<file path="src/rtl/sntl_pkg.sv">
// Shared types, limits and glyph tables for the signed number to LED matrix rows block.
// No dependencies; every other file of the block imports this package.
`default_nettype none

package sntl_pkg;

	localparam int VALUE_W = 16;
	localparam int ROW_W   = 8;
	localparam int MAG_W   = 11;
	localparam int REM_W   = 10;
	localparam int DIGIT_W = 4;

	localparam logic signed [VALUE_W-1:0] LIMIT_POS = 16'sd1999;
	localparam logic signed [VALUE_W-1:0] LIMIT_NEG = -16'sd1999;
	localparam logic [MAG_W-1:0] THOUSAND = 11'd1000;

	// Digits and flags of one clamped value
	typedef struct packed {
		logic               neg;
		logic               thou;
		logic [DIGIT_W-1:0] hund;
		logic [DIGIT_W-1:0] tens;
		logic [DIGIT_W-1:0] units;
	} digits_t;

	// One full matrix image
	typedef struct packed {
		logic [ROW_W-1:0] row0;
		logic [ROW_W-1:0] row1;
		logic [ROW_W-1:0] row2;
		logic [ROW_W-1:0] row3;
		logic [ROW_W-1:0] row4;
		logic [ROW_W-1:0] row5;
		logic [ROW_W-1:0] row6;
		logic [ROW_W-1:0] row7;
	} rows_t;

	// 3x5 glyph, packed {r4, r3, r2, r1, r0}, 3 bits per row
	function automatic logic [14:0] font_glyph(input logic [DIGIT_W-1:0] d);
		logic [14:0] g;
		case (d)
			4'd0:    g = {3'h7, 3'h5, 3'h5, 3'h5, 3'h7};
			4'd1:    g = {3'h4, 3'h4, 3'h4, 3'h4, 3'h4};
			4'd2:    g = {3'h7, 3'h1, 3'h7, 3'h4, 3'h7};
			4'd3:    g = {3'h7, 3'h4, 3'h7, 3'h4, 3'h7};
			4'd4:    g = {3'h4, 3'h4, 3'h7, 3'h5, 3'h5};
			4'd5:    g = {3'h7, 3'h4, 3'h7, 3'h1, 3'h7};
			4'd6:    g = {3'h7, 3'h5, 3'h7, 3'h1, 3'h7};
			4'd7:    g = {3'h4, 3'h4, 3'h4, 3'h4, 3'h7};
			4'd8:    g = {3'h7, 3'h5, 3'h7, 3'h5, 3'h7};
			4'd9:    g = {3'h7, 3'h4, 3'h7, 3'h5, 3'h7};
			default: g = '0;
		endcase
		return g;
	endfunction

	// Bar graph, packed {row6, row7}
	function automatic logic [15:0] bar_rows(input logic [DIGIT_W-1:0] d);
		logic [15:0] b;
		case (d)
			4'd0:    b = {8'h00, 8'h00};
			4'd1:    b = {8'h00, 8'h40};
			4'd2:    b = {8'h40, 8'h60};
			4'd3:    b = {8'h60, 8'h70};
			4'd4:    b = {8'h70, 8'h78};
			4'd5:    b = {8'h78, 8'h7c};
			4'd6:    b = {8'h7c, 8'h7e};
			4'd7:    b = {8'h7e, 8'h7f};
			4'd8:    b = {8'h7f, 8'hff};
			4'd9:    b = {8'hff, 8'hff};
			default: b = '0;
		endcase
		return b;
	endfunction

endpackage

`default_nettype wire

</file>
<file path="src/rtl/sntl_in_if.sv">
// Input channel: valid/ready handshake carrying one signed value per beat.
// Depends on sntl_pkg.
`default_nettype none

interface sntl_in_if
	import sntl_pkg::*;
();
	logic                      valid;
	logic                      ready;
	logic signed [VALUE_W-1:0] value;

	modport source (output valid, output value, input ready);
	modport sink   (input valid, input value, output ready);
endinterface

`default_nettype wire

</file>
<file path="src/rtl/sntl_out_if.sv">
// Output channel: valid/ready handshake carrying the eight matrix rows per beat.
// Depends on sntl_pkg.
`default_nettype none

interface sntl_out_if
	import sntl_pkg::*;
();
	logic             valid;
	logic             ready;
	logic [ROW_W-1:0] row0;
	logic [ROW_W-1:0] row1;
	logic [ROW_W-1:0] row2;
	logic [ROW_W-1:0] row3;
	logic [ROW_W-1:0] row4;
	logic [ROW_W-1:0] row5;
	logic [ROW_W-1:0] row6;
	logic [ROW_W-1:0] row7;

	modport source (output valid, output row0, output row1, output row2, output row3,
		output row4, output row5, output row6, output row7, input ready);
	modport sink   (input valid, input row0, input row1, input row2, input row3,
		input row4, input row5, input row6, input row7, output ready);
endinterface

`default_nettype wire

</file>
<file path="src/rtl/sntl_split.sv">
// Clamp, sign/magnitude and decimal digit split of one value (combinational).
// Depends on sntl_pkg.
`default_nettype none

module sntl_split
	import sntl_pkg::*;
(
	input  wire logic signed [VALUE_W-1:0] value,
	output digits_t                        digits
);

	logic             sat_hi;
	logic             sat_lo;
	logic             neg;
	logic [VALUE_W-1:0] abs_v;
	logic [MAG_W-1:0] mag;
	logic             thou;
	logic [REM_W-1:0] m3;
	logic [DIGIT_W-1:0] hund;
	logic [6:0]       rem;
	logic [DIGIT_W-1:0] tens;
	logic [DIGIT_W-1:0] units;

	assign sat_hi = (value > LIMIT_POS);
	assign sat_lo = (value < LIMIT_NEG);
	assign neg    = value[VALUE_W-1];
	assign abs_v  = neg ? (VALUE_W'(0) - VALUE_W'(value)) : VALUE_W'(value);
	assign mag    = (sat_hi || sat_lo) ? MAG_W'(LIMIT_POS) : abs_v[MAG_W-1:0];
	assign thou   = (mag >= THOUSAND);
	assign m3     = thou ? REM_W'(mag - THOUSAND) : mag[REM_W-1:0];

	// digit = number of thresholds at or below the remainder
	always_comb begin
		hund = '0;
		for (int k = 1; k < 10; k++) begin
			hund = hund + DIGIT_W'(m3 >= REM_W'(k * 100));
		end
	end

	assign rem = 7'(m3 - (REM_W'(hund) * REM_W'(100)));

	always_comb begin
		tens = '0;
		for (int k = 1; k < 10; k++) begin
			tens = tens + DIGIT_W'(rem >= 7'(k * 10));
		end
	end

	assign units = DIGIT_W'(rem - (7'(tens) * 7'd10));

	assign digits = '{neg: neg, thou: thou, hund: hund, tens: tens, units: units};

endmodule

`default_nettype wire

</file>
<file path="src/rtl/sntl_render.sv">
// Glyph and bar-graph lookup that turns digits and flags into matrix rows.
// Depends on sntl_pkg.
`default_nettype none

module sntl_render
	import sntl_pkg::*;
(
	input  wire digits_t digits,
	output rows_t        rows
);

	logic [14:0] hg;
	logic [14:0] tg;
	logic [15:0] bar;

	assign hg  = font_glyph(digits.hund);
	assign tg  = font_glyph(digits.tens);
	assign bar = bar_rows(digits.units);

	assign rows.row0 = {1'b0,        tg[2:0],   1'b0, hg[2:0]};
	assign rows.row1 = {1'b0,        tg[5:3],   1'b0, hg[5:3]};
	assign rows.row2 = {digits.neg,  tg[8:6],   1'b0, hg[8:6]};
	assign rows.row3 = {1'b0,        tg[11:9],  1'b0, hg[11:9]};
	assign rows.row4 = {1'b0,        tg[14:12], 1'b0, hg[14:12]};
	assign rows.row5 = {digits.thou, 7'd0};
	assign rows.row6 = bar[15:8];
	assign rows.row7 = bar[7:0];

endmodule

`default_nettype wire

</file>
<file path="src/rtl/signed_number_to_led_matrix_rows.sv">
// Top level: signed number to 8x8 LED matrix rows, two-register pipeline.
// Depends on sntl_pkg, sntl_in_if, sntl_out_if, sntl_split, sntl_render.
//
// Usage:
//   sample : sink of signed 16-bit values; a beat moves on valid && ready.
//   matrix : source of row0..row7 images, one beat per accepted value.
//   Each value is clamped to +/-1999; rows 0..4 carry the hundreds and tens
//   glyphs, row2 bit 7 the minus sign, row5 bit 7 the thousands flag, rows
//   6..7 the bar graph for the units digit.
// Timing:
//   An accepted beat lands in the input register; once the result stage is
//   free it moves through clamp, digit split and glyph lookup into the
//   result register.
//   Throughput is one beat per cycle while matrix.ready stays high, set by
//   the single pass between the two registers.
// Reset: arst_n clears both stage valids; no result is pending afterward.
// Stall: while matrix.ready is low the result holds; the input register
//   still takes one more beat, then sample.ready drops until space frees.
`default_nettype none

module signed_number_to_led_matrix_rows
	import sntl_pkg::*;
(
	input  wire logic  clk,
	input  wire logic  arst_n,
	sntl_in_if.sink    sample,
	sntl_out_if.source matrix
);

	logic                      valid_s1;
	logic signed [VALUE_W-1:0] value_s1;
	logic                      valid_s2;
	rows_t                     rows_s2;

	logic    adv_s2;
	logic    take;
	digits_t digits;
	rows_t   rows;

	// result stage frees when empty or being drained
	assign adv_s2       = !valid_s2 || matrix.ready;
	assign sample.ready = !valid_s1 || adv_s2;
	assign take         = sample.valid && sample.ready;

	sntl_split u_split (
		.value  (value_s1),
		.digits (digits)
	);

	sntl_render u_render (
		.digits (digits),
		.rows   (rows)
	);

	always_ff @(posedge clk or negedge arst_n) begin
		if (!arst_n) begin
			valid_s1 <= 1'b0;
			valid_s2 <= 1'b0;
		end else begin
			valid_s1 <= take || (valid_s1 && !adv_s2);
			if (adv_s2) begin
				valid_s2 <= valid_s1;
			end
		end
	end

	always_ff @(posedge clk) begin
		if (take) begin
			value_s1 <= sample.value;
		end
		if (adv_s2 && valid_s1) begin
			rows_s2 <= rows;
		end
	end

	assign matrix.valid = valid_s2;
	assign matrix.row0  = rows_s2.row0;
	assign matrix.row1  = rows_s2.row1;
	assign matrix.row2  = rows_s2.row2;
	assign matrix.row3  = rows_s2.row3;
	assign matrix.row4  = rows_s2.row4;
	assign matrix.row5  = rows_s2.row5;
	assign matrix.row6  = rows_s2.row6;
	assign matrix.row7  = rows_s2.row7;

`ifndef SYNTH
	// accepted beat always occupies the input register next cycle
	a_take_fills: assert property (@(posedge clk) disable iff (!arst_n)
		take |=> valid_s1)
		else $error("accepted beat lost from input register");

	// both stages full and output stalled: no room for another beat
	a_full_blocks: assert property (@(posedge clk) disable iff (!arst_n)
		(valid_s1 && valid_s2 && !matrix.ready) |-> !sample.ready)
		else $error("input accepted with pipeline full");

	// thousands row carries only its flag bit
	a_row5_clean: assert property (@(posedge clk) disable iff (!arst_n)
		matrix.valid |-> (matrix.row5[6:0] == 7'd0))
		else $error("row5 low bits set");

	// bit 7 of glyph rows other than the sign row stays dark
	a_glyph_msb: assert property (@(posedge clk) disable iff (!arst_n)
		matrix.valid |-> !(matrix.row0[7] || matrix.row1[7] || matrix.row3[7]
			|| matrix.row4[7]))
		else $error("glyph row bit 7 set");
`endif

endmodule

`default_nettype wire
</file>
<file path="src/flat_wrapper.sv">
// flat-port wrapper written by rule: the top's interface ports become plain ports
module signed_number_to_led_matrix_rows_flat import sntl_pkg::*;
  (clk, arst_n, sample_valid, sample_value, sample_ready, matrix_valid, matrix_row0, matrix_row1, matrix_row2, matrix_row3, matrix_row4, matrix_row5, matrix_row6, matrix_row7, matrix_ready);
  sntl_in_if sample_i ();
  sntl_out_if matrix_i ();
  input  wire logic clk;
  input  wire logic arst_n;
  input wire logic [$bits(sample_i.valid)-1:0] sample_valid;
  input wire logic [$bits(sample_i.value)-1:0] sample_value;
  output wire logic [$bits(sample_i.ready)-1:0] sample_ready;
  output wire logic [$bits(matrix_i.valid)-1:0] matrix_valid;
  output wire logic [$bits(matrix_i.row0)-1:0] matrix_row0;
  output wire logic [$bits(matrix_i.row1)-1:0] matrix_row1;
  output wire logic [$bits(matrix_i.row2)-1:0] matrix_row2;
  output wire logic [$bits(matrix_i.row3)-1:0] matrix_row3;
  output wire logic [$bits(matrix_i.row4)-1:0] matrix_row4;
  output wire logic [$bits(matrix_i.row5)-1:0] matrix_row5;
  output wire logic [$bits(matrix_i.row6)-1:0] matrix_row6;
  output wire logic [$bits(matrix_i.row7)-1:0] matrix_row7;
  input wire logic [$bits(matrix_i.ready)-1:0] matrix_ready;
  assign sample_i.valid = sample_valid;
  assign sample_i.value = sample_value;
  assign sample_ready = sample_i.ready;
  assign matrix_valid = matrix_i.valid;
  assign matrix_row0 = matrix_i.row0;
  assign matrix_row1 = matrix_i.row1;
  assign matrix_row2 = matrix_i.row2;
  assign matrix_row3 = matrix_i.row3;
  assign matrix_row4 = matrix_i.row4;
  assign matrix_row5 = matrix_i.row5;
  assign matrix_row6 = matrix_i.row6;
  assign matrix_row7 = matrix_i.row7;
  assign matrix_i.ready = matrix_ready;
  signed_number_to_led_matrix_rows u_core (.clk(clk), .arst_n(arst_n), .sample(sample_i), .matrix(matrix_i));
endmodule
</file>
<file path="config.mk">
export PLATFORM = sky130hd
export DESIGN_NAME = signed_number_to_led_matrix_rows_flat
export DESIGN_NICKNAME = d
export VERILOG_FILES = /design/src/rtl/sntl_pkg.sv /design/src/rtl/sntl_in_if.sv /design/src/rtl/sntl_out_if.sv /design/src/rtl/sntl_split.sv /design/src/rtl/sntl_render.sv /design/src/rtl/signed_number_to_led_matrix_rows.sv /design/src/flat_wrapper.sv
export SDC_FILE = /design/constraint.sdc
export NUM_CORES = 1
export LEC_CHECK = 0
export BUFFER_PORTS_ARGS = -buffer_cell sky130_fd_sc_hd__buf_2
export CORE_MARGIN = 3
export CORE_UTILIZATION = 40
export CTS_CLUSTER_SIZE = 24
export DETAILED_ROUTE_END_ITERATION = 7
export PLACE_DENSITY = 0.62
export SYNTH_ARGS = -nofsm -noshare
export SYNTH_HDL_FRONTEND = slang
export SYNTH_SLANG_ARGS = --single-unit
</file>
<file path="constraint.sdc">
create_clock -name clk -period 33.9 [get_ports clk]
set_clock_uncertainty 0.2 [all_clocks]
set_input_delay 3.39 -clock clk [delete_from_list [all_inputs] [get_ports clk]]
set_output_delay 3.39 -clock clk [all_outputs]
set_load 0.005 [all_outputs]
</file>
==> qor.yml, run 1 <==
run_status:
  status: "completed"
global_routing:
  grt_start_max_net_pins: 32
  grt_usage_pct: 14.11
  antenna_found_initial: 0
  grt_first_pass_wirelength_mm: 13.09
  first_global_vias: 2751
  overflow: 0
final_layout:
  drive_above_1_share_pct: 19.87
  area_growth_pct: 8.945
  nets: 501
  diodes: 0
synth:
  synth_edf_count: 47
  muxShareOfSynthArea_pct: 0
  synth-xor-area-share_pct: 5.162
  synth_area_leaders: "edfxtp_1 36%, ha_1 7.1%, buf_4 6.5%, fa_1 6.2%, xnor2_1 3.8%"
  yosys.area.top_type_share_pct: 36.17
  synth_top_family_by_area: "compound AO/OA/AOI/OAI gates"
  yosysMostFrequentCell: "edfxtp_1"
  yosysWarnings: 0
  synth_commonest_cells: "47 x edfxtp_1, 35 x inv_1, 34 x buf_4, 28 x a21oi_1, 28 x nand2_1"
  seq_area_frac_synth_pct: 37.45
  synth.distinct_cells: 64
  synth_cells: 400
  synth-simple-area-share_pct: 14.68
  ys_ff_latch: 49
  synth_adder_area_share_pct: 13.47
  syn_area_per_cell_sq_um: 9.756
  yosysTopAreaCell: "edfxtp_1"
  synth_compound_area_share_pct: 17.79
  yosys_most_used_dff: "edfxtp_1"
  synth-async-reset-ratio_pct: 4.082
  synth_area_sq_um: 3902
timing:
  tightest_slew_ns: 0.7271
  setup_violations: 0
  max-slew-margin-rel_pct: 51.53
  hold_ws_ns: 0.2990
  min_period_over_period_pct: 37.95
  slew_viol_final: 0
  finalCriticalPeriod_ns: 12.87
  setup_tns_ns: 0
  rsz0062_at_grt: "no"
  layout_setup_ws_ns: 21.03
  fmax_mhz: 77.73
  final-hold-violation-count: 0
drt:
  vias: 2956
  wl_per_cell_um: 13.05
  drtIter0Drc: 125
  ant_nets: 0
  vias_per_cell: 5.123
  drc_errors: 0
  wl_mm: 7.532
  dr.pass1.iters: 5
clocking:
  clock-root-buffer: "clkbuf_8"
  clk_latency_ns: 0.31
  post_cts_buffers: 0
  cts-htree-levels: 2
  clk_pin_slew_ns: 0.10
  cts_made_buffers: 5
  clockBufferDepth: 2
  cts_hold_buffers: 0
  cts_tree: "done"
  cts-resized-gates: 0
  clkSinkCount: 49
placement:
  hpwl_mm: 5.835
  gp_congestion: 0.8875
  dp_slack_ns: 21.07
  place.port_buffers: 65
flow_run:
  cap_violations: 0
critical_path:
  worst-path-buf-inv: 7
  cp_slowest_stage_delay_ns: 0.67
  critical_path_arrival_ns: 12.83
  r2r_slack_ns: 21.03
  endpoint_kind: "flop"
  worstSetupStartpointType: "flop"
  cp_max_fo: 9
  worstSetupPathType: "flop to flop"
  cpMaxStageDelayCell: "fa_1"
  crit_top_cell: "fa_1"
  critical-path-top-delay-family: "adder cells"
  critPathRequiredTime_ns: 33.86
floorplanning:
  die_area_sq_um: 10980
  fp.dieH_um: 104.8
  initial_core_util_pct: 41.64
  die_x_um: 104.8
  fp.coreArea_sq_um: 9371
  io_pins: 86
  rows: 35
min_path:
  min_path_type: "flop to flop"
-- metal layers --
layer	vias to the layer above	GRT usage, %	share of wire [%]
met5	-	0	0
met4	0	3.843	1.2
met3	8	2.718	6.2
met2	95	22.50	47
met1	1390	19.63	45
li1	1463	-	-
-- path summary, 6_finish.rpt --
check,start,to,cells past startpoint
setup reg to reg,u_core.value_s1[1],u_core.matrix.row6[1],39
max in group asynchronous,arst_n,u_core.matrix.valid,1
setup / recovery,u_core.value_s1[1],u_core.matrix.row6[1],39
hold reg to reg,u_core.valid_s1,u_core.matrix.valid,1
hold / removal,u_core.valid_s1,u_core.matrix.valid,1
min in group asynchronous,arst_n,u_core.matrix.valid,1
-- area by class of cell --
cell class / instances / area (sq um)
Fill cell: 938 / 5120
Clock inverter: 3 / 26.28
Timing Repair Buffer: 66 / 332.8
Clock buffer: 5 / 68.82
Inverter: 35 / 131.4
Tap cell: 129 / 161.4
Multi-Input combinational cell: 290 / 2069
Sequential cell: 49 / 1461
-- registers in the layout (all words and copies together) (netlist names), 2 cells and up --
register	cells
u_core.value_s1	16
u_core.matrix.row2	7
u_core.matrix.row6	7
u_core.matrix.row0	4
u_core.matrix.row1	4
u_core.matrix.row3	4
u_core.matrix.row4	2
u_core.matrix.row7	2
-- per-stage QoR --
| step | std cells | cell area [sq um] | utilization [%] |
|---|---|---|---|
| after detailed placement | 569 | 4156 | 44.35 |
| after floorplan | 419 | 3974 | - |
| after CTS | 577 | 4252 | 45.37 |
| final | 577 | 4252 | 45.37 |
| after global routing | 577 | 4252 | 45.37 |
| after global placement | 569 | 4156 | 44.35 |
-- cell usage in the layout, fill, tap and decap left out, types with 5 or more instances in the layout --
| cell type | Yosys | layout |
|---|---|---|
| xnor2_1 | 17 | 17 |
| ha_1 | 22 | 22 |
| nor3_1 | 8 | 8 |
| a21oi_1 | 28 | 28 |
| buf_2 | 0 | 65 |
| a31oi_1 | 9 | 9 |
| and2_1 | 7 | 7 |
| fa_1 | 12 | 12 |
| o21ai_0 | 21 | 21 |
| a21o_1 | 7 | 7 |
| nand3_1 | 6 | 6 |
| nor2_1 | 19 | 19 |
| xor2_1 | 6 | 6 |
| nand2b_1 | 8 | 8 |
| nand2_1 | 28 | 28 |
| clkbuf_8 | 0 | 5 |
| conb_1 | 1 | 20 |
| edfxtp_1 | 47 | 47 |
| inv_1 | 35 | 35 |
-- logic make-up after synthesis --
group,Yosys count
buffers and inverters,80
AO/OA/AOI/OAI,104
XOR/XNOR,23
AND/OR/NAND/NOR,108
flip-flops,49
adder cells (fa/ha/maj),35
other,1
Power of run 1 is not shown: default switching activity piles up to over one toggle a cycle in this logic, so the estimate is an artifact.
==> run 2: changes to the inputs <==
- PLACE_DENSITY: 0.62 -> 0.64
- clock period: 33.9 -> 11.6 ns (I/O delays scaled with it)
==> run 2 against run 1 <==
- register-to-register slack got worse by 21 ns
- global-route usage fell by 0.55 points
- via count rose by 3.6%
- routed wire length rose by 1.8%
- count of clock-buffer cells in the layout did not move
- core utilization rose by 4.2 points
- flip-flop and latch count did not move
- sequential share of layout area fell by 2.9 points
- fmax rose by 15%
- critical path depth rose by 1
- highest routed layer unchanged
- final area rose by 9.2%
- first-iteration DRC count rose by 53%
==> qor.yml, run 2 (same netlist as run 1, synthesis figures left out) <==
critical_path:
  critical_path_arrival_ns: 11.13  # -1.70 ns
  worstSetupStartpointType: "flop"
  critical-path-top-delay-family: "adder cells"
  crit_top_cell: "fa_1"
  worst-path-buf-inv: 9  # +2
  cpMaxStageDelayCell: "fa_1"
  endpoint_kind: "flop"
  cp_max_fo: 8  # -1
  cp_slowest_stage_delay_ns: 0.61  # -0.06 ns
  critPathRequiredTime_ns: 11.56  # -22.30 ns
  worstSetupPathType: "flop to flop"
placement:
  hpwl_mm: 5.836  # about the same
  gp_congestion: 0.8717  # -1.8%
  dpl.cell_count: 590  # +3.7%
  place.port_buffers: 65  # unchanged
  place_area_sq_um: 4322  # +4.0%
floorplanning:
  die_x_um: 104.8  # unchanged
  rows: 35  # unchanged
  fp.coreArea_sq_um: 9371  # unchanged
  fp.dieH_um: 104.8  # unchanged
  initial_core_util_pct: 41.64  # unchanged
  die_area_sq_um: 10980  # unchanged
  io_pins: 86  # unchanged
timing:
  max-slew-margin-rel_pct: 47.75  # -3.8 points
  min_period_over_period_pct: 96.29  # +58 points
  tightest_slew_ns: 0.7781  # +0.05104 ns
  final-hold-violation-count: 0  # unchanged
  fmax_mhz: 89.53  # +15%
  slew_viol_final: 0  # unchanged
  hold_ws_ns: 0.2949  # -0.004177 ns
  finalCriticalPeriod_ns: 11.17  # -1.697 ns
  setup_violations: 0  # unchanged
final_layout:
  fillCellCount: 887  # -5.4%
  area_growth_pct: 19.01
  nets: 534  # +6.6%
  multi_input_area_sq_um: 2228  # +7.7%
  fin_cells: 610  # +5.7%
  fin_util_pct: 49.56  # +4.2 points
  largest_register_ffs: 16  # unchanged
  design_area_sq_um: 4644  # +9.2%
  diodes: 0  # unchanged
  layout_common_cells: "65 x buf_2, 47 x edfxtp_1, 34 x buf_4"
  layout_commonest_cell: "buf_2"
  drive_above_1_share_pct: 31.19  # +11 points
  regMostFlops: "u_core.value_s1"
  ff_latch_area_sq_um: 1461  # unchanged
drt:
  drtIter0Drc: 191  # +53%
  dr.pass1.iters: 4  # -1
  wl_met3_um: 434  # -7.5%
  wl_per_cell_um: 12.57  # -3.7%
  vias_per_cell: 5.021  # -2.0%
  drc_errors: 0  # unchanged
  top_layer: "met4"
  dr_wl_met2_mm: 3.801  # +6.8%
  ant_nets: 0  # unchanged
  vias: 3063  # +3.6%
  wl_met1_mm: 3.366  # -1.4%
  wl_mm: 7.669  # +1.8%
min_path:
  min_path_type: "flop to flop"
clocking:
  clkSinkCount: 49  # unchanged
  clockBufferDepth: 2  # unchanged
  cts_tree: "done"
  clk_pin_slew_ns: 0.09  # about the same
  clock-root-buffer: "clkbuf_8"
  cts_made_buffers: 5  # unchanged
  cts-htree-levels: 2  # unchanged
  cts_hold_buffers: 0  # unchanged
  clk_latency_ns: 0.30  # about the same
global_routing:
  grt_first_pass_wirelength_mm: 12.56  # -4.0%
  grt_usage_pct: 13.56  # -0.55 points
  antenna_found_initial: 0  # unchanged
  first_global_vias: 2810  # +2.1%
  overflow: 0  # unchanged
  grt_start_max_net_pins: 32  # unchanged
flow_run:
  cap_violations: 0  # unchanged
run_status:
  status: "completed"
-- run 2: area by class of cell --
| class | instances | share of cell area [%] |
|---|---|---|
| Multi-Input combinational cell | 290 | 47.98 |
| Sequential cell | 49 | 31.47 |
| Timing Repair Buffer | 99 | 12.50 |
| Tap cell | 129 | 3.475 |
| Inverter | 35 | 2.829 |
| Clock buffer | 5 | 1.482 |
| Clock inverter | 3 | 0.2694 |
-- run 2: worst paths after layout --
path,from,endpoint,slack [ns],cells after the start
worst min-delay path,u_core.valid_s1,u_core.matrix.valid,0.29,1
worst max-delay path,u_core.value_s1[1],u_core.matrix.row6[1],0.43,40
worst min register to register,u_core.valid_s1,u_core.matrix.valid,0.29,1
max in group asynchronous,arst_n,u_core.matrix.valid,10.68,1
min in group asynchronous,arst_n,u_core.valid_s1,0.42,1
worst max register to register,u_core.value_s1[1],u_core.matrix.row6[1],0.43,40
-- run 2: per-layer routing --
metal	up-vias	track usage, %
li1	1536	-
met3	9	2.532
met4	0	3.093
met5	-	0
met1	1427	16.57
met2	91	24.66
-- run 2: through the flow --
step           setup TNS [ns]  worst slack, ns
2_1_floorplan               0          0.04952
3_3_place_gp                0          0.07682
3_5_place_dp         -0.08743         -0.07971
4_1_cts                     0          0.01245
5_1_grt               -0.1605         -0.09476
6_report                    0           0.4309
-- run 2: what timing repair did --
action | CTS | global route
setup buffers | 0 | 12
pin swaps | 1 | 6
resized for setup | 4 | 32
endpoints found under the setup margin | 4 | 10
Power of run 2 is left out for the same reason.
==> run 3: changes to the inputs <==
- CAP_MARGIN: unset -> 10
- MAX_ROUTING_LAYER: unset -> met4
==> run 3 against run 2 <==
- final cell count unchanged
- first-iteration DRC count unchanged
- final area unchanged
- via count about the same
- setup slack improved by 0.0049 ns
- register-to-register slack about the same
- critical endpoint unchanged
- fmax about the same
- core utilization unchanged
- hold slack about the same
- non-clock buffer count unchanged
==> qor.yml, run 3 (same netlist as run 1, synthesis figures left out) <==
final_layout:
  drive_above_1_share_pct: 31.19  # unchanged
  largest_register_ffs: 16  # unchanged
  design_area_sq_um: 4644  # unchanged
  layout_commonest_cell: "buf_2"
  regMostFlops: "u_core.value_s1"
  fillCellCount: 887  # unchanged
  multi_input_area_sq_um: 2228  # unchanged
  diodes: 0  # unchanged
  layout_common_cells: "65 x buf_2, 47 x edfxtp_1, 34 x buf_4"
  nets: 534  # unchanged
  ff_latch_area_sq_um: 1461  # unchanged
  area_growth_pct: 19.01  # unchanged
floorplanning:
  die_area_sq_um: 10980  # unchanged
  fp.coreArea_sq_um: 9371  # unchanged
  io_pins: 86  # unchanged
  fp.dieH_um: 104.8  # unchanged
  rows: 35  # unchanged
  initial_core_util_pct: 41.64  # unchanged
  die_x_um: 104.8  # unchanged
clocking:
  cts-htree-levels: 2  # unchanged
  clock-root-buffer: "clkbuf_8"
  cts_made_buffers: 5  # unchanged
  clockBufferDepth: 2  # unchanged
  clkSinkCount: 49  # unchanged
  cts_tree: "done"
  clk_pin_slew_ns: 0.09  # about the same
  clk_latency_ns: 0.30  # about the same
placement:
  gp_congestion: 0.8860  # +1.6%
  hpwl_mm: 5.836  # unchanged
  place.port_buffers: 65  # unchanged
  place_area_sq_um: 4322  # unchanged
timing:
  slew_viol_final: 0  # unchanged
  setup_violations: 0  # unchanged
  finalCriticalPeriod_ns: 11.16  # -0.004911 ns
  min_period_over_period_pct: 96.24  # about the same
  fmax_mhz: 89.57  # about the same
  final-hold-violation-count: 0  # unchanged
  max-slew-margin-rel_pct: 48.12  # +0.37 points
  tightest_slew_ns: 0.7726  # -0.005507 ns
drt:
  drtIter0Drc: 191  # unchanged
  wl_mm: 7.623  # -0.60%
  drc_errors: 0  # unchanged
  vias: 3062  # -0.033%
  dr.pass1.iters: 4  # unchanged
  vias_per_cell: 5.020  # about the same
  wl_per_cell_um: 12.50  # -0.60%
  ant_nets: 0  # unchanged
global_routing:
  grt_usage_pct: 13.94  # +0.38 points
  overflow: 0  # unchanged
  antenna_found_initial: 0  # unchanged
  first_global_vias: 2808  # -0.071%
  grt_start_max_net_pins: 32  # unchanged
  grt_first_pass_wirelength_mm: 12.57  # about the same
critical_path:
  cp_slowest_stage_delay_ns: 0.61  # about the same
  cp_max_fo: 8  # unchanged
  crit_top_cell: "fa_1"
  critPathRequiredTime_ns: 11.56  # about the same
  worstSetupStartpointType: "flop"
  critical_path_arrival_ns: 11.12  # about the same
  endpoint_kind: "flop"
  worstSetupPathType: "flop to flop"
  cpMaxStageDelayCell: "fa_1"
min_path:
  min_path_type: "flop to flop"
flow_run:
  cap_violations: 0  # unchanged
run_status:
  status: "completed"
## run 3: final cells by class
cell class / count / area share, %
sequential: 49 / 31.47
clock buffer: 5 / 1.482
multi-input combinational: 290 / 47.98
timing repair buffer: 99 / 12.50
tap: 129 / 3.475
clock inverter: 3 / 0.2694
inverter: 35 / 2.829
## run 3: worst max-delay path, delay by kind of cell (launching register included)
kind / cells / cell delay, ns
DFF: 1 / 0.46
adders and majority gates: 13 / 5.89
buffers and inverters: 9 / 0.76
xor gates and xnor gates: 6 / 1.10
AOI/OAI and AO/OA: 6 / 1.15
and+or+nand+nor: 6 / 1.44
## run 3: final timing paths
path,start,to,slack [ns],cells after the start
worst max-delay path,u_core.value_s1[1],u_core.matrix.row6[1],0.44,40
worst min-delay path,u_core.valid_s1,u_core.matrix.valid,0.29,1
worst max register to register,u_core.value_s1[1],u_core.matrix.row6[1],0.44,40
worst min register to register,u_core.valid_s1,u_core.matrix.valid,0.29,1
max in group asynchronous,arst_n,u_core.matrix.valid,10.69,1
min in group asynchronous,arst_n,u_core.valid_s1,0.42,1
## run 3: routing by layer
layer | GRT usage [%] | part of all wire (%) | vias to the layer above
met3 | 2.532 | 7.3 | 9
met4 | 3.093 | 0.93 | 0
li1 | - | - | 1538
met2 | 24.66 | 49 | 103
met1 | 16.57 | 43 | 1412
met5 | - | 0 | -
## run 3: repair_timing
| action | 4_1_cts | 5_1_grt |
|---|---|---|
| buffers inserted | 0 | 12 |
| resized for setup | 4 | 32 |
| pin swaps | 1 | 6 |
| endpoints found under the hold margin | 0 | 0 |
| endpoints found under the setup margin | 4 | 10 |
| hold buffers | 0 | 0 |
## run 3: per-stage QoR
| stage | util (%) | instances | hold slack (ns) | setup TNS [ns] | worst slack (ns) |
|---|---|---|---|---|---|
| finish | 49.56 | 610 | 0.2947 | 0 | 0.4358 |
| global route | 49.56 | 610 | 0.3093 | -0.1603 | -0.09471 |
| CTS | 47.22 | 598 | 0.2990 | 0 | 0.01245 |
| detailed placement | 46.11 | 590 | 0.2751 | -0.08743 | -0.07971 |
| global placement | 46.11 | 590 | 0.2606 | 0 | 0.07682 |
| floorplan | - | 419 | 0.2244 | 0 | 0.04952 |
Power of run 3 is left out for the same reason.
